===== src/design/ordered_list_with_position_delete_assert.svh =====
// Assertion macros used by the list engine (olpd_back)
`ifndef ORDERED_LIST_WITH_POSITION_DELETE_ASSERT_SVH
`define ORDERED_LIST_WITH_POSITION_DELETE_ASSERT_SVH

// Same-cycle implication, disabled during reset
`define OLPD_ASSERT_NOW(lbl, ante, cons, msg) \
  lbl: assert property (@(posedge clk) disable iff (rst) (ante) |-> (cons)) else $error(msg);

// Next-cycle implication, disabled during reset
`define OLPD_ASSERT_NEXT(lbl, ante, cons, msg) \
  lbl: assert property (@(posedge clk) disable iff (rst) (ante) |=> (cons)) else $error(msg);

`endif


===== src/design/olpd_pkg.sv =====
// Shared types and constants for the ordered list with position delete
`default_nettype none
package olpd_pkg;

  localparam int CAPACITY    = 16;
  localparam int MAX_RESULTS = 16;
  localparam int CNT_W       = $clog2(CAPACITY + 1);
  localparam int IDX_W       = (CAPACITY > 1) ? $clog2(CAPACITY) : 1;
  localparam int LEN_W       = 5;
  localparam int VAL_W       = 32;
  localparam int POS_W       = 8;
  localparam int OPC_W       = 3;
  localparam int Q_DEPTH     = 2;

  // Input opcodes
  localparam logic [OPC_W-1:0] OP_APPEND   = 3'd0;
  localparam logic [OPC_W-1:0] OP_DEL_HEAD = 3'd1;
  localparam logic [OPC_W-1:0] OP_DEL_TAIL = 3'd2;
  localparam logic [OPC_W-1:0] OP_DEL_POS  = 3'd3;
  localparam logic [OPC_W-1:0] OP_DUMP_FWD = 3'd4;
  localparam logic [OPC_W-1:0] OP_DUMP_REV = 3'd5;

  typedef enum logic [1:0] {
    ST_OK    = 2'd0,
    ST_EMPTY = 2'd1,
    ST_BADPOS = 2'd2,
    ST_FULL  = 2'd3
  } status_t;

  typedef enum logic [2:0] {
    CMD_NOP,
    CMD_APPEND,
    CMD_DELETE,
    CMD_DUMP_FWD,
    CMD_DUMP_REV
  } cmd_kind_t;

  typedef enum logic [1:0] {
    DEL_HEAD,
    DEL_TAIL,
    DEL_POS
  } del_sel_t;

  typedef struct packed {
    cmd_kind_t         kind;
    del_sel_t          del_sel;
    logic signed [VAL_W-1:0] value;
    logic [POS_W-1:0]  position;
  } cmd_t;

  typedef enum logic {
    BK_RUN,
    BK_DUMP
  } back_state_t;

endpackage
`default_nettype wire


===== src/design/olpd_front.sv =====
// Front end: accepts input transfers and decodes them into list commands
`default_nettype none
module olpd_front
  import olpd_pkg::*;
(
  input  wire logic                    s_tvalid,
  output logic                         s_tready,
  input  wire logic [OPC_W-1:0]        opcode,
  input  wire logic signed [VAL_W-1:0] value,
  input  wire logic [POS_W-1:0]        position,
  output logic                         q_push,
  input  wire logic                    q_full,
  output cmd_t                         q_cmd
);

  // Take a transfer whenever the queue has room
  assign s_tready = !q_full;
  assign q_push   = s_tvalid && !q_full;

  // Decode the opcode into a command
  always_comb begin
    q_cmd          = '0;
    q_cmd.kind     = CMD_NOP;
    q_cmd.del_sel  = DEL_HEAD;
    q_cmd.value    = value;
    q_cmd.position = position;
    case (opcode)
      OP_APPEND:   q_cmd.kind = CMD_APPEND;
      OP_DEL_HEAD: begin
        q_cmd.kind    = CMD_DELETE;
        q_cmd.del_sel = DEL_HEAD;
      end
      OP_DEL_TAIL: begin
        q_cmd.kind    = CMD_DELETE;
        q_cmd.del_sel = DEL_TAIL;
      end
      OP_DEL_POS: begin
        q_cmd.kind    = CMD_DELETE;
        q_cmd.del_sel = DEL_POS;
      end
      OP_DUMP_FWD: q_cmd.kind = CMD_DUMP_FWD;
      OP_DUMP_REV: q_cmd.kind = CMD_DUMP_REV;
      default:     q_cmd.kind = CMD_NOP;
    endcase
  end

endmodule
`default_nettype wire


===== src/design/olpd_queue.sv =====
// Short command queue between the front end and the list engine
`default_nettype none
module olpd_queue
  import olpd_pkg::*;
(
  input  wire logic clk,
  input  wire logic rst,
  input  wire logic push,
  input  wire cmd_t push_cmd,
  output logic      full,
  input  wire logic pop,
  output logic      not_empty,
  output cmd_t      head_cmd
);

  localparam int PTR_W  = (Q_DEPTH > 1) ? $clog2(Q_DEPTH) : 1;
  localparam int FILL_W = $clog2(Q_DEPTH + 1);

  cmd_t              slots [Q_DEPTH];
  logic [PTR_W-1:0]  wr_ptr;
  logic [PTR_W-1:0]  rd_ptr;
  logic [FILL_W-1:0] fill;

  assign full      = (fill == FILL_W'(Q_DEPTH));
  assign not_empty = (fill != '0);
  assign head_cmd  = slots[rd_ptr];

  // Advance pointers and fill level
  always_ff @(posedge clk) begin
    if (rst) begin
      wr_ptr <= '0;
      rd_ptr <= '0;
      fill   <= '0;
    end else begin
      if (push) begin
        wr_ptr <= (wr_ptr == PTR_W'(Q_DEPTH - 1)) ? '0 : wr_ptr + 1'b1;
      end
      if (pop) begin
        rd_ptr <= (rd_ptr == PTR_W'(Q_DEPTH - 1)) ? '0 : rd_ptr + 1'b1;
      end
      if (push && !pop) begin
        fill <= fill + 1'b1;
      end else if (pop && !push) begin
        fill <= fill - 1'b1;
      end
    end
  end

  // Store the pushed command
  always_ff @(posedge clk) begin
    if (push) begin
      slots[wr_ptr] <= push_cmd;
    end
  end

endmodule
`default_nettype wire


===== src/design/olpd_back.sv =====
// List engine: holds the compacted entries and produces results
`default_nettype none
`include "ordered_list_with_position_delete_assert.svh"
module olpd_back
  import olpd_pkg::*;
(
  input  wire logic                clk,
  input  wire logic                rst,
  input  wire logic                q_valid,
  input  wire cmd_t                q_cmd,
  output logic                     q_pop,
  output logic                     m_tvalid,
  input  wire logic                m_tready,
  output status_t                  out_status,
  output logic signed [VAL_W-1:0]  out_value,
  output logic [LEN_W-1:0]         out_length,
  output logic                     out_last
);

  logic signed [VAL_W-1:0] cells [CAPACITY];
  logic [CNT_W-1:0]        count;
  logic [CNT_W-1:0]        count_next;
  logic [IDX_W-1:0]        dump_k;
  logic [IDX_W-1:0]        dump_k_next;
  logic                    dump_rev;
  logic                    dump_rev_next;
  back_state_t             state;
  back_state_t             state_next;

  logic                    out_free;
  logic                    load;
  status_t                 ld_status;
  logic signed [VAL_W-1:0] ld_value;
  logic [CNT_W-1:0]        ld_count;
  logic                    ld_last;
  logic                    do_append;
  logic                    do_delete;
  logic [IDX_W-1:0]        del_idx;
  logic [IDX_W-1:0]        rd_idx;
  logic signed [VAL_W-1:0] rd_val;
  logic [CNT_W-1:0]        dump_n;
  logic                    pos_bad;

  assign out_free = !m_tvalid || m_tready;
  assign dump_n   = (count > CNT_W'(MAX_RESULTS)) ? CNT_W'(MAX_RESULTS) : count;
  assign pos_bad  = (q_cmd.position == '0) || (32'(q_cmd.position) > 32'(count));

  // Pick the delete index from the command
  always_comb begin
    case (q_cmd.del_sel)
      DEL_HEAD: del_idx = '0;
      DEL_TAIL: del_idx = IDX_W'(count - 1'b1);
      DEL_POS:  del_idx = IDX_W'(q_cmd.position - 1'b1);
      default:  del_idx = '0;
    endcase
  end

  // Single read port: dump index while dumping, delete index otherwise
  always_comb begin
    if (state == BK_DUMP) begin
      rd_idx = dump_rev ? IDX_W'(count - 1'b1 - CNT_W'(dump_k)) : dump_k;
    end else begin
      rd_idx = del_idx;
    end
  end
  assign rd_val = cells[rd_idx];

  // Sequence commands and build the next result
  always_comb begin
    state_next    = state;
    count_next    = count;
    dump_k_next   = dump_k;
    dump_rev_next = dump_rev;
    q_pop         = 1'b0;
    load          = 1'b0;
    ld_status     = ST_OK;
    ld_value      = '0;
    ld_count      = count;
    ld_last       = 1'b1;
    do_append     = 1'b0;
    do_delete     = 1'b0;
    case (state)
      BK_RUN: begin
        if (q_valid && out_free) begin
          q_pop = 1'b1;
          case (q_cmd.kind)
            CMD_APPEND: begin
              load = 1'b1;
              if (count >= CNT_W'(CAPACITY)) begin
                ld_status = ST_FULL;
              end else begin
                do_append  = 1'b1;
                count_next = count + 1'b1;
                ld_count   = count + 1'b1;
              end
            end
            CMD_DELETE: begin
              load = 1'b1;
              if (count == '0) begin
                ld_status = ST_EMPTY;
              end else if ((q_cmd.del_sel == DEL_POS) && pos_bad) begin
                ld_status = ST_BADPOS;
              end else begin
                do_delete  = 1'b1;
                ld_value   = rd_val;
                count_next = count - 1'b1;
                ld_count   = count - 1'b1;
              end
            end
            CMD_DUMP_FWD, CMD_DUMP_REV: begin
              if (count == '0) begin
                load      = 1'b1;
                ld_status = ST_EMPTY;
              end else begin
                state_next    = BK_DUMP;
                dump_k_next   = '0;
                dump_rev_next = (q_cmd.kind == CMD_DUMP_REV);
              end
            end
            default: load = 1'b1;
          endcase
        end
      end
      BK_DUMP: begin
        if (out_free) begin
          load     = 1'b1;
          ld_value = rd_val;
          ld_last  = (CNT_W'(dump_k) == dump_n - 1'b1);
          if (ld_last) begin
            state_next = BK_RUN;
          end else begin
            dump_k_next = dump_k + 1'b1;
          end
        end
      end
      default: state_next = BK_RUN;
    endcase
  end

  // Hold control state
  always_ff @(posedge clk) begin
    if (rst) begin
      state    <= BK_RUN;
      count    <= '0;
      dump_k   <= '0;
      dump_rev <= 1'b0;
      m_tvalid <= 1'b0;
    end else begin
      state    <= state_next;
      count    <= count_next;
      dump_k   <= dump_k_next;
      dump_rev <= dump_rev_next;
      if (load) begin
        m_tvalid <= 1'b1;
      end else if (m_tready) begin
        m_tvalid <= 1'b0;
      end
    end
  end

  // Load the output register
  always_ff @(posedge clk) begin
    if (load) begin
      out_status <= ld_status;
      out_value  <= ld_value;
      out_length <= LEN_W'(ld_count);
      out_last   <= ld_last;
    end
  end

  // Write at the tail, or close the gap left by a delete
  always_ff @(posedge clk) begin
    for (int i = 0; i < CAPACITY; i++) begin
      if (do_append && (CNT_W'(i) == count)) begin
        cells[i] <= q_cmd.value;
      end else if (do_delete && (i < CAPACITY - 1) && (IDX_W'(i) >= del_idx)) begin
        cells[i] <= cells[(i < CAPACITY - 1) ? i + 1 : i];
      end
    end
  end

  `OLPD_ASSERT_NOW(a_count_bound, 1'b1, count <= CNT_W'(CAPACITY), "count above capacity")
  `OLPD_ASSERT_NOW(a_dump_in_range, state == BK_DUMP, CNT_W'(dump_k) < count, "dump index out of range")
  `OLPD_ASSERT_NEXT(a_dump_keeps_count, state == BK_DUMP, $stable(count), "count moved during dump")
  `OLPD_ASSERT_NOW(a_mid_run_in_dump, m_tvalid && !out_last, state == BK_DUMP, "open run outside dump")

endmodule
`default_nettype wire


===== src/design/ordered_list_with_position_delete.sv =====
// Top level of the ordered list with head, tail and position delete
//
//   channel | dir | tdata (low bit up)               | tuser       | tlast
//   s_*     | in  | value[31:0], position[39:32]     | opcode[2:0] | -
//   m_*     | out | item_value[31:0], length[36:32] | status[1:0] | last
//
// Appends, deletes and unused opcodes give one result each; the engine takes
// one command a cycle while the output register drains and no dump is running.
// A dump of n entries enters the dump state, then gives one result per entry,
// one entry at a time (single read port on the entry cells).
// Reset is synchronous; the list comes up empty with no clearing pass.
// A stall on m_tready holds the result; the two-slot queue takes up to two more.
`default_nettype none
module ordered_list_with_position_delete
  import olpd_pkg::*;
(
  input  wire logic        clk,
  input  wire logic        rst,
  input  wire logic        s_tvalid,
  output logic             s_tready,
  input  wire logic [39:0] s_tdata,   // value[31:0], position[39:32]
  input  wire logic [2:0]  s_tuser,   // opcode[2:0]
  output logic             m_tvalid,
  input  wire logic        m_tready,
  output logic [39:0]      m_tdata,   // item_value[31:0], length[36:32], zero pad
  output logic [1:0]       m_tuser,   // status[1:0]
  output logic             m_tlast
);

  logic                    q_push;
  logic                    q_full;
  logic                    q_pop;
  logic                    q_valid;
  cmd_t                    in_cmd;
  cmd_t                    head_cmd;
  status_t                 out_status;
  logic signed [VAL_W-1:0] out_value;
  logic [LEN_W-1:0]        out_length;

  olpd_front u_front (
    .s_tvalid (s_tvalid),
    .s_tready (s_tready),
    .opcode   (s_tuser),
    .value    (s_tdata[31:0]),
    .position (s_tdata[39:32]),
    .q_push   (q_push),
    .q_full   (q_full),
    .q_cmd    (in_cmd)
  );

  olpd_queue u_queue (
    .clk       (clk),
    .rst       (rst),
    .push      (q_push),
    .push_cmd  (in_cmd),
    .full      (q_full),
    .pop       (q_pop),
    .not_empty (q_valid),
    .head_cmd  (head_cmd)
  );

  olpd_back u_back (
    .clk        (clk),
    .rst        (rst),
    .q_valid    (q_valid),
    .q_cmd      (head_cmd),
    .q_pop      (q_pop),
    .m_tvalid   (m_tvalid),
    .m_tready   (m_tready),
    .out_status (out_status),
    .out_value  (out_value),
    .out_length (out_length),
    .out_last   (m_tlast)
  );

  // Pack the result fields
  assign m_tdata = {3'b000, out_length, out_value};
  assign m_tuser = out_status;

endmodule
`default_nettype wire


===== config.mk =====
export PLATFORM = sky130hd
export DESIGN_NAME = ordered_list_with_position_delete
export DESIGN_NICKNAME = d
export VERILOG_FILES = /design/src/design/olpd_pkg.sv /design/src/design/olpd_front.sv /design/src/design/olpd_queue.sv /design/src/design/olpd_back.sv /design/src/design/ordered_list_with_position_delete.sv
export VERILOG_INCLUDE_DIRS = /design/src /design/src/design
export SDC_FILE = /design/constraint.sdc
export NUM_CORES = 1
export LEC_CHECK = 0
export BUFFER_PORTS_ARGS = -buffer_cell sky130_fd_sc_hd__buf_2
export CORE_ASPECT_RATIO = 0.8
export CORE_MARGIN = 2
export CORE_UTILIZATION = 44
export DETAILED_ROUTE_END_ITERATION = 10
export MAX_ROUTING_LAYER = met4
export PLACE_DENSITY = 0.71
export SLEW_MARGIN = 0
export SYNTH_ARGS = -nofsm -noshare
export SYNTH_HDL_FRONTEND = slang
export SYNTH_SLANG_ARGS = --single-unit

===== constraint.sdc =====
create_clock -name clk -period 12.6 [get_ports clk]
set_input_delay 2.52 -clock clk [delete_from_list [all_inputs] [get_ports clk]]
set_output_delay 2.52 -clock clk [all_outputs]
set_load 0.02 [all_outputs]

# Word level (Yosys, flattened, before mapping)
# Memories as Yosys holds them, arrays and structs flattened. A register that Yosys moved wholly into a read port is not among the register bits.
# Index checks and enable logic that the tools add are counted.
word_totals:
  out_inout_bits: 45
  in_bits: 47
  n_memories: 2
  reg_bits: 56
  ramBits: 602
op_classes:
  n_mux: 156
  reduce_logical: 55
  n_eq_ne: 33
  add_sub_neg: 10
  n_lt_le_gt_ge: 18
  bitwise: 18
mem_list:
  columns: ["memory", "words", "width", "read_ports", "rd_ports_with_merged_regs", "write_ports", "line_no", "rtl"]
  rows:
  - ["u_back.cells", 16, 32, 16, 0, 15, "olpd_back.sv:20", "logic signed [VAL_W-1:0] cells [CAPACITY];"]
  - ["u_queue.slots", 2, 45, 1, 1, 1, "olpd_queue.sv:19", "cmd_t slots [Q_DEPTH];"]
op_table:
  columns: ["cell", "count"]
  rows:
  - ["$mux W32", 21]
  - ["$mux W1", 107]
  - ["$pmux W32 S2", 1]
  - ["$eq A4 B5 Y1 const A", 8]
  - ["$logic_and A1 B1 Y1", 36]
  - ["$mux W4", 8]
  - ["$reduce_or A32 Y1", 1]
  - ["$mux W5", 6]
  - ["$ge A4 B4 Y1 const A", 7]
  - ["$eq A3 B5 Y1 const A", 4]
  - ["$ge A3 B4 Y1 const A", 4]
  - ["$pmux W4 S2", 2]
  - ["$or A1 B1 Y1", 15]
  - ["$eq A3 B2 Y1 const B", 4]
  - ["$pmux W3 S4", 1]
  - ["$eq A2 B5 Y1 const A", 2]
  - ["$mux W2", 5]
  - ["$pmux W5 S2", 1]
  - ["$sub A5 B1 Y5 const B", 2]
  - ["$eq A3 B3 Y1 const B", 3]
  - ["$ge A1 B4 Y1 const A", 2]
  - ["$ge A2 B4 Y1 const A", 2]
  - ["$gt A8 B5 Y1", 1]
  - ["$logic_not A8 Y1", 1]
  - ["other kinds (30)", 46]

# Longest topological paths before layout
logic_depth:
  word_depth: 14
  ltp_mapped: 16

# By module
# Synthesis repeated with hierarchy kept, for this count alone.
hier_totals:
  hier_cells: 1858
  hier_area_um2: 32128.3
by_module_without_submodules:
  columns: ["mod", "cells_per_inst", "seq_area_each_um2", "area_each_um2", "n_inst"]
  rows:
  - ["olpd_back", 1645, 16816.1, 28279.6, 1]
  - ["olpd_queue", 162, 2802.7, 3469.6, 1]
  - ["olpd_front", 47, 0.0, 352.8, 1]
  - ["ordered_list_with_position_delete", 4, 0.0, 26.3, 1]

# Least setup slack after synthesis
# No wires, ideal clock.
synth_path:
  kind: "input to register"
  startpoint: "input port m_tready"
  endpoint: "memory u_back.cells[9][0], enable pin"
  setup_slack_ns: 6.359
  stages: 6
  required_time_ns: 12.134
  arrival_ns: 5.776
  path_buffers: 0
  path_cell_list: "nor2b_1 -> or3_1 -> nand2b_1 -> nor2_4 -> nand2_1 -> o21ai_0"
synth_rtl:
  columns: ["element", "line_no", "rtl"]
  rows:
  - ["from (decl)", "ordered_list_with_position_delete.sv:24", "input wire logic m_tready,"]
  - ["to (decl)", "olpd_back.sv:20", null]

==> results.toml <==
[layout]
seqCellArea_sq_um = 19600
area_growth_pct = 11.3
fillers = 5962
layout.nets = 2311
multi_input_comb_area_sq_um = 10800
instances_no_fill = 3228
antennaDiodeCount = 0
fin_util = 0.494
drive_gt1_frac = 0.234

[cts]
cts.clk_slew.worst_paths_ps = 60
insertion_delay_ps = 620
cts-root-buf = "clkbuf_16"
post_cts_buffers = 0
cts_buffers = 67
cts_tree = "done"
clock_path_buffers = 3
cts-resized-gates = 0
hold_buffers = 0
htree_levels = 3
cts_sinks = 659

[grt]
grt_max_degree = 78
grt_pass1_vias = 19503
overflow = 0
gr-usage-all-layers = 0.222
grt_pass1_wl_um = 119000
antenna_found_initial = 0

[power_and_ir_drop]
p_sw_frac = 0.314
leakagePower_nw = 11.5
p_per_area_nw_per_um2 = 201
seq_power_share = 0.410
peakVddDrop_mv = 0.113
power_frac_comb = 0.310
p_total_w = 0.00700
intPower_w = 0.00480
power.switching_w = 0.00219
clkPwrFrac = 0.280

[route]
viasPerCell = 5.99
drc = 0
drt_iter0_drc = 2378
drt-total-wl_um = 78700
dr.pass1.iters = 8
dr_total_vias = 19323
ant_nets = 0
wire_per_inst_um = 24.4

[sta]
setup_violations = 0
min_period_ps = 5880
relSlewSlack = 0.144
tns_ps = 0
clock_skew_ps = 29.9
finalHoldViolCount = 0
post-route-period-util = 0.467
drv_slew = 0
clock.fmax_mhz = 170
max_slew.worst_pin.slew_ps = 1280
rsz0062_at_grt = "false"

[setup_path]
critical_path_class = "in2reg"
critPathLaunchType = "input port"
worstPathRequired_ps = 12840
critPathCaptureType = "flop"
arrival_ps = 6120
crit_fanout = 77

[synthesis]
synthCells = 2214
synth_ff_type = "edfxtp_1"
syn_area_per_cell_sq_um = 14.1
synth_area_leader_cell = "edfxtp_1"
synth-edff-count = 642
yosys_warnings = 0
async_flop_share = 0
yosys-top-cells-area = "edfxtp_1 62%, mux4_2 9.2%, a21oi_1 5.4%"
yosysMostFrequentCell = "edfxtp_1"
synth.top_cell.area_share = 0.618
ys_ff_latch = 659
synth.yosys.seq_area_share = 0.628
netlist_area_sq_um = 31200
synth.top_cells.by_count = "642 x edfxtp_1, 339 x a21oi_1, 313 x nor2_1, 128 x mux4_2, 122 x mux2_2"
yosysUniqueCellTypes = 70

[run_status]
status = "complete, no violations"

[place]
dpl.hpwl_um = 45400
port_buffers = 88
place_inst = 3109
gp_congestion = 0.854

[die]
die_w_um = 302
die-height_um = 242
core_sq_um = 70300
fp.dieArea_sq_um = 73100
num_rows = 87
initial_core_util = 0.444
pin_count = 92

[flow_run]
maxCapViolCount = 0

[hold_path]
min_path_type = "reg2reg"
-- power groups by stage --
stage / logic (W) / registers, W / clock network [W]
after floorplan: 0.00153 / 0.00297 / 0
after global placement: 0.00209 / 0.00291 / 0
after detailed placement: 0.00217 / 0.00291 / 0
after CTS: 0.00218 / 0.00287 / 0.00199
after global routing: 0.00235 / 0.00289 / 0.00207
final: 0.00217 / 0.00287 / 0.00196
-- final timing paths --
check / start / end / slack, ps / cells after the start
max: m_tready / u_back.cells[3][24] / 6720 / 10
min: u_queue.rd_ptr / u_queue.rd_ptr / 520 / 2
max reg2reg: flop / u_back.out_value[31] / 6950 / 10
min reg2reg: u_queue.rd_ptr / u_queue.rd_ptr / 520 / 2
-- area by class of cell --
class | instances | share of cell area
sequential | 659 | 0.565
tap | 934 | 0.0336
timing repair buffer | 142 | 0.0243
multi-input combinational | 1324 | 0.311
clock buffer | 81 | 0.0510
inverter | 50 | 0.00540
clock inverter | 38 | 0.0101
-- per-layer routing --
metal	routed length, um	track usage	share of wire	vias up
li1	-	-	-	8509
met1	31300	0.289	0.40	9742
met2	38400	0.354	0.49	918
met3	7080	0.0427	0.090	154
met4	1940	0.0616	0.025	0
met5	0	-	0	-
-- state kept, by name, summed over array words and instances, names as in the netlist, 2 cells and up, named ones only --
signal,count
u_back.out_value,32
u_queue.fill,2
u_back.out_status,2
u_back.out_length,5
u_back.dump_k,4
u_back.count,5
u_queue.slots,90
u_back.cells,512
-- through the flow --
step           hold slack, ps  instance area (sq um)  setup slack [ps]
3_5_place_dp              494                  32600              6140
5_1_grt                   559                  34700              6370
2_1_floorplan             472                  31200              6360
4_1_cts                   514                  34700              6780
3_3_place_gp              488                  32600              6240
6_report                  517                  34700              6720
-- logic make-up after synthesis --
kind of cell             Yosys count  share of synthesized area
AO/OA/AOI/OAI                    440                     0.0765
XOR/XNOR                          15                    0.00421
adder cells (fa/ha/maj)           20                    0.00826
buffers and inverters            233                     0.0349
flip-flops                       659                      0.628
multiplexers                     397                      0.186
other                              1                   0.000120
AND/OR/NAND/NOR                  449                     0.0613
-- placed cells by master, fill, tap and decap left out, drive strengths merged, types with 3 or more instances in the layout --
cell	synthesis	final
mux2	163	163
o21bai	3	3
nor3b	3	3
nand2b	8	8
bufinv	0	5
dfxtp	17	17
nor2	316	316
nand3	9	9
a22oi	3	3
a21o	3	3
o21a	3	3
mux2i	106	106
xor2	6	6
and2	3	3
a21oi	339	339
nor2b	7	7
ha	19	19
inv	50	52
nor3	40	40
o22ai	35	35
edfxtp	642	642
clkbuf	83	81
o211ai	6	6
nand4	5	5
clkinvlp	0	6
o21ai	25	25
clkinv	0	25
or3	5	5
xnor2	9	9
buf	100	142
and3	4	4
mux4	128	128
conb	1	3
nand2	43	43
-- critical path, stage by stage --
cell and delay (ps):
buf_2 90, nor2b_1 70, nor3_2 310, nand3_2 150, nor2b_2 560, nand3_4 380, buf_4 530, nand2b_2 780
o21ai_4 200, buf_4 490
Note: power is estimated with default switching activity, not from simulation.
